$ cat src/rtl/gca_pkg.sv
// Shared constants and the arctangent table for the great-circle azimuth core.
// No dependencies; every other RTL file uses it by scoped names.
package gca_pkg;

  // Angle width inside the datapath (Q.32 radians, signed)
  localparam int unsigned AngW = 36;
  // Sine / cosine width (Q.30, signed)
  localparam int unsigned ScW  = 33;
  // Vectoring operand width (Q.40, signed)
  localparam int unsigned VecW = 45;

  localparam logic signed [AngW-1:0] PiQ32     = 36'sd13493037705;
  localparam logic signed [AngW-1:0] HalfPiQ32 = 36'sd6746518852;
  localparam logic signed [AngW-1:0] TwoPiQ32  = 36'sd26986075410;
  localparam logic [63:0]            TwoPiU64  = 64'd26986075410;
  localparam logic signed [ScW-1:0]  GainQ30   = 33'sd652032874;

  // atan(2^-i) in Q.32, rounded to nearest
  function automatic logic signed [AngW-1:0] atan_q32(input int unsigned i);
    logic signed [AngW-1:0] r;
    case (i)
      0:  r = 36'sd3373259426;
      1:  r = 36'sd1991351318;
      2:  r = 36'sd1052175346;
      3:  r = 36'sd534100635;
      4:  r = 36'sd268086748;
      5:  r = 36'sd134174063;
      6:  r = 36'sd67103403;
      7:  r = 36'sd33553749;
      8:  r = 36'sd16777131;
      9:  r = 36'sd8388597;
      10: r = 36'sd4194303;
      11: r = 36'sd2097152;
      12: r = 36'sd1048576;
      13: r = 36'sd524288;
      14: r = 36'sd262144;
      15: r = 36'sd131072;
      16: r = 36'sd65536;
      17: r = 36'sd32768;
      18: r = 36'sd16384;
      19: r = 36'sd8192;
      20: r = 36'sd4096;
      21: r = 36'sd2048;
      22: r = 36'sd1024;
      23: r = 36'sd512;
      24: r = 36'sd256;
      25: r = 36'sd128;
      26: r = 36'sd64;
      27: r = 36'sd32;
      28: r = 36'sd16;
      29: r = 36'sd8;
      30: r = 36'sd4;
      31: r = 36'sd2;
      default: r = '0;
    endcase
    return r;
  endfunction

endpackage

$ cat src/rtl/gca_lon_wrap.sv
// Input stage: latitude clamp, longitude difference and its reduction into (-pi, pi].
// Depends on gca_pkg.
module gca_lon_wrap #(
  parameter int unsigned ANGLE_FRAC_BITS = 28
) (
  input  logic                               clk_i,
  input  logic                               rst_ni,
  input  logic                               valid_i,
  input  logic signed [29:0]                 from_lat_i,
  input  logic signed [29:0]                 to_lat_i,
  input  logic signed [30:0]                 from_lon_i,
  input  logic signed [30:0]                 to_lon_i,
  output logic                               valid_o,
  output logic signed [gca_pkg::AngW-1:0]    from_ang_o,
  output logic signed [gca_pkg::AngW-1:0]    to_ang_o,
  output logic signed [gca_pkg::AngW-1:0]    dlon_o
);

  localparam int unsigned AW   = gca_pkg::AngW;
  localparam int unsigned SH   = 32 - ANGLE_FRAC_BITS;
  localparam int unsigned DLW  = 65 - ANGLE_FRAC_BITS;
  localparam int unsigned NRED = (30 > ANGLE_FRAC_BITS + 1) ? 30 - ANGLE_FRAC_BITS : 1;
  localparam logic signed [46:0] Lim =
    47'(gca_pkg::HalfPiQ32) - (47'sd1 <<< SH);
  localparam logic [DLW-1:0] PiU    = DLW'(gca_pkg::PiQ32);
  localparam logic [DLW-1:0] TwoPiU = DLW'(gca_pkg::TwoPiQ32);

  // Saturate a latitude to just inside the poles
  function automatic logic signed [AW-1:0] clamp_lat(input logic signed [29:0] raw);
    logic signed [46:0] v;
    v = 47'(raw) <<< SH;
    if (v > Lim) v = Lim;
    if (v < -Lim) v = -Lim;
    return AW'(v);
  endfunction

  function automatic logic [63:0] TwoPiU64Shift(input int unsigned k);
    return gca_pkg::TwoPiU64 << k;
  endfunction

  logic                   vld_q  [0:NRED];
  logic                   neg_q  [0:NRED];
  logic [DLW-1:0]         mag_q  [0:NRED];
  logic signed [AW-1:0]   a0_q   [0:NRED];
  logic signed [AW-1:0]   a1_q   [0:NRED];

  logic signed [31:0]     diff;
  logic signed [DLW-1:0]  dl_s;

  assign diff = 32'(from_lon_i) - 32'(to_lon_i);
  assign dl_s = DLW'(diff) <<< SH;

  // Entry stage: scale, split sign and magnitude, clamp latitudes
  always_ff @(posedge clk_i or negedge rst_ni) begin
    if (!rst_ni) begin
      vld_q[0] <= 1'b0;
    end else begin
      vld_q[0] <= valid_i;
    end
  end

  always_ff @(posedge clk_i) begin
    neg_q[0] <= dl_s[DLW-1];
    mag_q[0] <= dl_s[DLW-1] ? DLW'(-dl_s) : DLW'(dl_s);
    a0_q[0]  <= clamp_lat(from_lat_i);
    a1_q[0]  <= clamp_lat(to_lat_i);
  end

  // Restoring reduction by 2pi * 2^k, largest multiple first
  for (genvar j = 1; j <= NRED; j++) begin : g_red
    localparam logic [DLW-1:0] Step = DLW'(TwoPiU64Shift(NRED - j));
    always_ff @(posedge clk_i or negedge rst_ni) begin
      if (!rst_ni) begin
        vld_q[j] <= 1'b0;
      end else begin
        vld_q[j] <= vld_q[j-1];
      end
    end
    always_ff @(posedge clk_i) begin
      neg_q[j] <= neg_q[j-1];
      mag_q[j] <= (mag_q[j-1] >= Step) ? mag_q[j-1] - Step : mag_q[j-1];
      a0_q[j]  <= a0_q[j-1];
      a1_q[j]  <= a1_q[j-1];
    end
  end

  // Signed remainder, then fold into (-pi, pi]
  logic [DLW-1:0] dl_d;
  always_comb begin
    if (!neg_q[NRED]) begin
      dl_d = (mag_q[NRED] > PiU) ? mag_q[NRED] - TwoPiU : mag_q[NRED];
    end else begin
      dl_d = (mag_q[NRED] >= PiU) ? TwoPiU - mag_q[NRED] : DLW'(-mag_q[NRED]);
    end
  end

  logic                  vo_q;
  logic signed [AW-1:0]  dl_q, f_q, t_q;

  always_ff @(posedge clk_i or negedge rst_ni) begin
    if (!rst_ni) begin
      vo_q <= 1'b0;
    end else begin
      vo_q <= vld_q[NRED];
    end
  end

  always_ff @(posedge clk_i) begin
    dl_q <= AW'(signed'(dl_d));
    f_q  <= a0_q[NRED];
    t_q  <= a1_q[NRED];
  end

  assign valid_o    = vo_q;
  assign from_ang_o = f_q;
  assign to_ang_o   = t_q;
  assign dlon_o     = dl_q;

endmodule

$ cat config.mk
export PLATFORM = sky130hd
export DESIGN_NAME = gca_lon_wrap
export DESIGN_NICKNAME = d
export VERILOG_FILES = /design/src/rtl/gca_pkg.sv /design/src/rtl/gca_lon_wrap.sv
export SDC_FILE = /design/constraint.sdc
export NUM_CORES = 1
export LEC_CHECK = 0
export BUFFER_PORTS_ARGS = -buffer_cell sky130_fd_sc_hd__buf_2
export CAP_MARGIN = 20
export CORE_ASPECT_RATIO = 0.5
export CORE_UTILIZATION = 50
export CTS_CLUSTER_SIZE = 12
export DETAILED_ROUTE_END_ITERATION = 10
export GPL_TIMING_DRIVEN = 0
export PLACE_DENSITY = 0.7
export SYNTH_ARGS = -nofsm -noshare
export SYNTH_HDL_FRONTEND = slang
export SYNTH_SLANG_ARGS = --single-unit
$ cat constraint.sdc
create_clock -name clk_i -period 12.7 [get_ports clk_i]
set_clock_uncertainty 0.1 [all_clocks]
set_input_delay 0.635 -clock clk_i [delete_from_list [all_inputs] [get_ports clk_i]]
set_output_delay 0.635 -clock clk_i [all_outputs]
set_load 0.1 [all_outputs]
==> results of run 1 <==
## worst max-delay path, stage by stage, from the launching register on
cell	delay [ps]
dfxtp_1	400
inv_1	100
ha_1	210
nand2b_1	150
a31oi_1	150
o21ai_0	100
a211o_1	310
nand3_1	90
a31o_2	240
clkinv_1	270
clkbuf_1	350
ha_1	310
nor3_1	290
a21o_1	220
a31oi_1	130
o21a_1	250
o21ai_0	520
a221o_1	410
a31o_2	200
a21oi_1	60
a311o_1	290
## layer usage
layer / track usage (%) / part of all wire [%]
met1: 24.4 / 46
met5: 0 / 0
met3: 3.34 / 3.9
met2: 35.5 / 48
met4: 6.77 / 2.1
## cells in the final DEF (no fill, tap or decap), drive strengths merged, types with 18 or more instances in the layout
cell type,instances
a21o,24
nand2,99
dfxtp,397
a31oi,31
buf,242
inv,108
nor3,46
o21a,42
o21ai,99
nand3,18
clkbuf,92
ha,57
a21oi,93
xnor2,84
nor2,101
xor2,65
## power by group through the flow
stage | Sequential (uW) | Combinational [uW] | Clock [uW]
final | 1750 | 2130 | 981
after global routing | 1780 | 2320 | 1060
after CTS | 1750 | 2140 | 1010
after detailed placement | 1780 | 2130 | 0
after global placement | 1770 | 2110 | 0
after floorplan | 2310 | 1150 | 0
## flip-flops by register name (all words and copies together) (netlist names)
register / flops
a0_q: 96
a1_q: 96
dlon_o: 35
from_ang_o: 32
mag_q: 103
neg_q: 3
to_ang_o: 32
valid_o: 1
vld_q: 3
## through the flow
stage / instance area (um2) / total power [uW]
2_1_floorplan: 15600 / 3470
3_3_place_gp: 17300 / 3880
3_5_place_dp: 17300 / 3900
4_1_cts: 18400 / 4900
5_1_grt: 18400 / 5170
6_report: 18400 / 4870
## path summary, 6_finish.rpt
check	startpoint	end	slack [ps]	cells after the start
min in group asynchronous	rst_ni	vld_q[2]	330	2
hold / removal	valid_i	vld_q[2]	110	1
setup reg to reg	mag_q[0][76]	dlon_o[30]	7430	20
hold reg to reg	a1_q[1][3]	a1_q[2][3]	220	0
max in group asynchronous	rst_ni	valid_o	12050	2
setup / recovery	mag_q[0][76]	dlon_o[30]	7430	20
## what timing repair did
item                                   in CTS  in global routing
endpoints found under the hold margin       4                  0
hold buffers                                1                  0
buffers inserted                            0                  0
## final cells by class
| class | count | share of cell area [%] |
|---|---|---|
| clock inverters | 3 | 0.204 |
| flip-flops and latches | 401 | 43.8 |
| inverters | 110 | 2.25 |
| repair buffers | 231 | 6.37 |
| clock buffers | 43 | 5.50 |
| plain buffers | 61 | 1.48 |
| multi-input cells | 1029 | 37.5 |
| well taps | 423 | 2.88 |
## cells by family (layout without fill, tap and decap cells)
family                     count (synthesis)  count (layout)  synth area share [%]
AOI/OAI and AO/OA                        414             414                  17.6
xor gates and xnor gates                 149             149                  8.36
adders and majority gates                 58              58                  4.70
buffers and inverters                    171             448                  4.39
DFF                                      401             401                  51.5
muxes                                     16              16                  1.03
other                                      1               6                0.0240
and+or+nand+nor                          386             386                  12.4
==> impl_metrics.yaml, run 1 <==
clock_network:
  cts_tree: "built"
  cts_root_buf: "clkbuf_16"
  cts.path.max_buffers: 3
  cts_buffers: 39
  h-tree-depth: 2
  ctsResizeCount: 0
  clock_latency_ps: 520
  clkTransAtPathRegs_ps: 60
  cts.sinks: 401
detailed_routing:
  viasPerCell: 5.08
  drt_iter0_drc: 621
  routedWlPerCell_um: 13.8
  firstDrtPassIters: 5
  totalWireLength_mm: 31.7
  vias: 11700
  drc: 0
  postRouteAntennaNets: 0
synthesis:
  ys_seq_area_share_pct: 51.5
  yosys.area.top_type: "dfxtp_1"
  synth_area_leaders: "dfxtp_1 51%, xnor2_1 4.7%, ha_1 4.6%"
  synth.cell_area_um2: 15600
  avgSynthCellArea_um2: 9.78
  synth_cell_types: 82
  synthCells: 1596
  async_flop_share_pct: 0.998
  synth_edf_count: 0
  yosysTopAreaCellShare_pct: 50.9
  yosysMostFrequentCell: "dfxtp_1"
  yosys-top-cells-count: "397 x dfxtp_1, 108 x inv_1, 101 x nor2_1"
  ys_ff_latch: 401
  ys.flop_type: "dfxtp_1"
  yosys_warnings: 0
timing:
  relSlewSlack_pct: 51.3
  rsz0062_at_grt: "false"
  period_share_pct: 41.5
  period_needed_ps: 5270
  fmax_ghz: 0.190
  hold_viol: 0
  slew_violations: 0
  setup_violations: 0
  setup_tns_ps: 0
  timing.hold.ws_ps: 113
  worst_slack_ps: 7430
  tightestPinTransition_ps: 725
floorplan:
  coreArea_um2: 30500
  chipHeight_um: 127
  rows: 45
  ios: 234
  initial_core_util_pct: 51.2
  die_area_um2: 32000
  die_w_um: 252
finish:
  multiInputGateArea_um2: 6900
  antenna_cells: 0
  area_delta_synth_final_pct: 17.7
  layoutNonFillerInstCount: 2301
  drive_above_1_share_pct: 16.9
  nFillCells: 2677
  regArea_um2: 8050
  fin_util_pct: 60.2
  layout.nets: 2056
pwr:
  swShare_pct: 42.2
  irDropWorstVdd_v: 0.000166
  internal-power_uw: 2810
  switchingPower_uw: 2050
  p_leak_uw: 0.00811
  p_per_area_nw_per_um2: 265
  combPwrFrac_pct: 43.9
  pwr-share-clk_pct: 20.2
  seq_power_share_pct: 36.0
critical_path:
  critPathKind: "register to register"
  cp.required_ps: 13010
  path_max_fanout: 10
  endpoint_kind: "register"
  cp-start-kind: "register"
  crit_arrival_ps: 5570
global_routing:
  overflow: 0
  antenna_found_initial: 0
  grt_usage_pct: 19.9
  grt_pass1_wl_mm: 52.3
  grt_pass1_vias: 11000
  grt_max_degree: 18
placement:
  place_ws_ps: 7490
  gp_congestion: 0.930
  dp_cells: 2253
  dp.final_hpwl_mm: 24.3
  place.port_buffers: 228
job:
  cap_viol_max_count: 0
status:
  status: "finished, final reports clean"
min_path:
  hp-class: "input pin to register"
(Power assumes the default switching activity.)
==> inputs of run 2 (changes only) <==
Clock period 12.7 ns to 5.5 ns, I/O delays scaled along.
==> run 2 against run 1 <==
Effect of this change:
- critical path depth did not move
- first-iteration DRC count fell by 2.9%
- fmax rose by 4.2%
- critical endpoint unchanged
==> impl_metrics.yaml, run 2 (synthesis gave the netlist of run 1 again) <==
status:
  status: "finished, final reports clean"
placement:
  place_area_um2: 17300
  place.port_buffers: 228
  dp.final_hpwl_mm: 24.3
  gp_congestion: 0.930
  place_ws_ps: 289
  dp_cells: 2253
clock_network:
  clock_latency_ps: 530
  cts_tree: "built"
  clkTransAtPathRegs_ps: 60
  cts.path.max_buffers: 3
  cts_root_buf: "clkbuf_16"
  cts.sinks: 401
  h-tree-depth: 2
  cts_buffers: 39
finish:
  design_area_um2: 19000
  final_cell_mix: "397 x dfxtp_1, 230 x buf_2, 108 x inv_1, 101 x nor2_1, 99 x nand2_1"
  regArea_um2: 8050
  layoutNonFillerInstCount: 2363
  multiInputGateArea_um2: 6900
  largest-register: "mag_q"
  area_delta_synth_final_pct: 21.7
  nFillCells: 2570
  biggestRegsByFlops: "mag_q x103, a0_q x96, a1_q x96"
  largest_reg_flops: 103
  layout.nets: 2117
  final_common_cell: "dfxtp_1"
  drive_above_1_share_pct: 16.4
floorplan:
  coreArea_um2: 30500
  die_area_um2: 32000
  rows: 45
  die_w_um: 252
  initial_core_util_pct: 51.2
  chipHeight_um: 127
  ios: 234
detailed_routing:
  met2_wirelength_mm: 16.2
  highest_layer: "met4"
  vias: 12100
  drc: 0
  routedWlPerCell_um: 14.2
  totalWireLength_mm: 33.5
  drt_iter0_drc: 603
  wl_met1_mm: 14.9
  dr_wl_met3_mm: 1.37
  firstDrtPassIters: 5
  viasPerCell: 5.12
  postRouteAntennaNets: 0
timing:
  relSlewSlack_pct: 52.4
  period_needed_ps: 5060
  hold_viol: 0
  fmax_ghz: 0.198
  rsz0062_at_grt: "false"
  setup_violations: 0
  worst_slack_ps: 445
  setup_tns_ps: 0
  tightestPinTransition_ps: 707
  slew_violations: 0
  period_share_pct: 91.9
critical_path:
  crit_buf_inv: 3
  path_max_fanout: 10
  cp-start-kind: "register"
  endpoint_kind: "register"
  critPathMaxStageDelay_ps: 400
  critPathSlowestCell: "dfxtp_1"
  critPathKind: "register to register"
  cp.required_ps: 5810
  critPathTopFamily: "compound AO/OA/AOI/OAI gates"
  path_cells: "inv_1 -> ha_1 -> nand2b_1 -> a31oi_1 -> o21ai_0 -> a211o_1 -> nand3_1 -> a31o_2 -> clkinv_1 -> clkbuf_1 -> ha_1 -> nor3_1 -> a21o_1 -> a31oi_1 -> o21a_1 -> o21ai_1 -> a221o_1 -> a31o_2 -> a21oi_1 -> a311o_1"
  crit_arrival_ps: 5360
pwr:
  p_leak_uw: 0.00837
  p_per_area_nw_per_um2: 594
  irDropWorstVdd_v: 0.000382
  p_total_uw: 11300
min_path:
  hp-class: "input pin to register"
global_routing:
  overflow: 0
  antenna_found_initial: 1
  grt_pass1_vias: 11600
  grt_pass1_wl_mm: 54.9
  grt_usage_pct: 20.9
  grt_max_degree: 18
job:
  cap_viol_max_count: 0
==> run 2: power by group <==
group          switching (uW)  leakage, uW  internal (uW)
clock network             978     0.000515           1290
registers                 432      0.00337           3610
logic                    3360      0.00448           1620
==> run 2: final cells by class <==
class | count | area share, %
Tap cell | 423 | 2.79
Clock buffer | 43 | 5.32
Multi-Input combinational cell | 1029 | 36.3
Inverter | 110 | 2.17
Buffer | 61 | 1.44
Clock inverter | 3 | 0.198
Timing Repair Buffer | 292 | 9.38
Sequential cell | 401 | 42.4
Antenna cell | 1 | 0.0132
==> run 2: stage by stage <==
stage / hold slack [ps] / util, %
global route: 68.9 / 62.2
floorplan: -121 / -
finish: 55.3 / 62.2
detailed placement: -16.5 / 56.7
CTS: 1.91 / 62.2
global placement: -21.1 / 56.7
==> run 2: path summary, 6_finish.rpt <==
kind                            cells past startpoint           from           to  slack (ps)
worst max-delay path                               20   mag_q[0][76]   dlon_o[30]         440
worst max register to register                     20   mag_q[0][76]   dlon_o[30]         440
worst min register to register                      0     a1_q[1][3]   a1_q[2][3]         210
worst min-delay path                                4  from_lon_i[0]  mag_q[0][4]          60
max in group asynchronous                           3         rst_ni     vld_q[0]        4600
min in group asynchronous                           3         rst_ni     vld_q[2]         530
==> run 2: per-layer routing <==
metal	vias to the layer above	GRT usage, %
met5	-	0
met4	0	8.48
met3	81	3.45
met2	333	37.5
met1	5461	24.9
li1	6233	-
==> run 2: repair_timing <==
item,CTS,global route
setup endpoints to repair,0,5
hold endpoints to repair,64,0
hold buffers,62,0
gates resized for setup,0,1
setup buffers,0,0
==> run 2: worst min-delay path, cell delays in order <==
cell and delay, ps:
buf_2 90, inv_1 40, ha_1 180, inv_1 40
==> inputs of run 3 (changes only) <==
Settings changed: CELL_PAD_IN_SITES_DETAIL_PLACEMENT from default to 1, CELL_PAD_IN_SITES_GLOBAL_PLACEMENT from default to 2, CORE_UTILIZATION 50 to 36, PLACE_DENSITY 0.7 to 0.79.
==> run 3 against run 2 <==
Effect of this change:
- utilization is 17 points lower
- sequential cell count stayed put
- global-route usage is 3.2 points lower
- via count is 0.74% higher
- sequential share of layout area is 0.62 points lower
- first-iteration DRC count is 28% lower
- critical path depth stayed put
- non-clock buffer count stayed put
- highest routed layer unchanged
==> impl_metrics.yaml, run 3 (synthesis gave the netlist of run 1 again) <==
finish:
  area_delta_synth_final_pct: 23.5
  final_cell_mix: "397 x dfxtp_1, 230 x buf_2, 108 x inv_1, 101 x nor2_1, 99 x nand2_1"
  antenna_cells: 0
  drive_above_1_share_pct: 16.5
  largest-register: "mag_q"
  design_area_um2: 19300
  layout.nets: 2118
  layoutNonFillerInstCount: 2524
  fin_util_pct: 45.5
  nFillCells: 4856
  largest_reg_flops: 103
  biggestRegsByFlops: "mag_q x103, a0_q x96, a1_q x96"
  final_common_cell: "dfxtp_1"
pwr:
  p_leak_uw: 0.00841
  p_per_area_nw_per_um2: 602
  irDropWorstVdd_v: 0.000265
global_routing:
  grt_pass1_vias: 12600
  antenna_found_initial: 0
  overflow: 0
  grt_usage_pct: 17.7
  grt_pass1_wl_mm: 63.5
  grt_max_degree: 20
detailed_routing:
  viasPerCell: 4.83
  routedWlPerCell_um: 15.4
  totalWireLength_mm: 39.0
  drc: 0
  drt_iter0_drc: 434
  postRouteAntennaNets: 0
  vias: 12200
  firstDrtPassIters: 5
min_path:
  min_to: "a0_q[0][21]"
  min_from: "from_lat_i[17]"
  holdPathStages: 3
  hp-class: "input pin to register"
timing:
  period_share_pct: 94.5
  relSlewSlack_pct: 30.4
  slew_violations: 0
  fmax_ghz: 0.192
  rsz0062_at_grt: "false"
  period_needed_ps: 5190
  setup_violations: 0
  hold_viol: 0
  timing.hold.ws_ps: 28.4
  tightestPinTransition_ps: 1030
clock_network:
  cts_root_buf: "clkbuf_16"
  clkTransAtPathRegs_ps: 60
  cts_tree: "built"
  clock_latency_ps: 550
  cts.sinks: 401
  cts_buffers: 40
  h-tree-depth: 2
  cts.path.max_buffers: 3
critical_path:
  crit_buf_inv: 3
  critPathSlowestCell: "clkbuf_1"
  cp-start-kind: "register"
  critPathTopFamily: "compound AO/OA/AOI/OAI gates"
  path_cells: "inv_1 -> ha_1 -> nand2b_1 -> a31oi_1 -> o21ai_0 -> a211o_1 -> nand3_1 -> a31o_2 -> clkbuf_1 -> buf_8 -> ha_1 -> or2_2 -> a31o_2 -> a31oi_1 -> o21ai_0 -> o21a_1 -> a21oi_1 -> nor2b_1 -> o32ai_1 -> xor2_1"
  reg2reg_to: "dlon_o[35]"
  endpoint_kind: "register"
  reg2reg_setup_slack_ps: 310
  path_max_fanout: 19
  worstReg2RegStart: "mag_q[0][75]"
  reg2regPathDepth: 20
  critPathMaxStageDelay_ps: 440
  cp.required_ps: 5820
  crit_arrival_ps: 5510
  critPathKind: "register to register"
placement:
  dp_cells: 2407
  place_area_um2: 17500
  gp_congestion: 0.829
  place.port_buffers: 228
  dp.final_hpwl_mm: 28.9
floorplan:
  coreArea_um2: 42400
  die_area_um2: 44300
  initial_core_util_pct: 36.8
  die_w_um: 297
  chipHeight_um: 149
  ios: 234
  rows: 53
job:
  cap_viol_max_count: 0
status:
  status: "finished, final reports clean"
==> run 3: through the flow <==
stage	TNS [ps]	total power [uW]	setup WS, ps
6_report	0	11600	305
2_1_floorplan	0	8000	1120
3_3_place_gp	-1640	9110	-291
3_5_place_dp	-33.1	9200	-33.1
4_1_cts	0	11700	178
5_1_grt	0	12400	38.7
==> run 3: repair_timing <==
item | CTS | global route
hold buffers | 63 | 0
hold endpoints to repair | 65 | 0
endpoints found under the setup margin | 1 | 4
setup buffers | 0 | 0
gates resized for setup | 1 | 1
==> run 3: final cells by class <==
cell class / instances / area, um2 / area share [%]
Clock buffer: 49 / 1080 / 5.58
Buffer: 61 / 273 / 1.41
Sequential cell: 401 / 8050 / 41.7
Inverter: 110 / 413 / 2.14
Timing Repair Buffer: 292 / 1790 / 9.27
Clock inverter: 5 / 57.6 / 0.299
Tap cell: 577 / 722 / 3.75
Multi-Input combinational cell: 1029 / 6900 / 35.8
==> run 3: how the worst max path moves through the flow <==
stage,start,endpoint,slack (ps),cells after the start
floorplan,mag_q[0][76],dlon_o[31],1120,19
CTS,mag_q[0][76],dlon_o[30],180,20
global placement,mag_q[0][76],dlon_o[29],-290,19
finish,mag_q[0][75],dlon_o[35],310,20
global route,mag_q[0][76],dlon_o[30],40,20
detailed placement,mag_q[0][76],dlon_o[30],-30,20
==> run 3: report_power, final <==
| part | internal, uW | switching (uW) |
|---|---|---|
| Clock | 1380 | 1070 |
| Combinational | 1620 | 3470 |
| Sequential | 3610 | 452 |
| Total | 6610 | 4990 |
==> run 3: metal layers <==
metal	vias up	wire, um	GRT usage, %
li1	6230	-	-
met1	5717	17400	21.3
met2	193	19700	32.6
met3	58	1300	2.96
met4	0	665	4.28
met5	-	0	0
==> run 3: worst register-to-register path, stage by stage, from the launching register on <==
cell	delay (ps)
dfxtp_1	380
inv_1	100
ha_1	230
nand2b_1	160
a31oi_1	150
o21ai_0	120
a211o_1	320
nand3_1	100
a31o_2	230
clkbuf_1	440
buf_8	250
ha_1	260
or2_2	300
a31o_2	280
a31oi_1	350
o21ai_0	250
o21a_1	310
a21oi_1	220
nor2b_1	80
o32ai_1	340
xor2_1	110
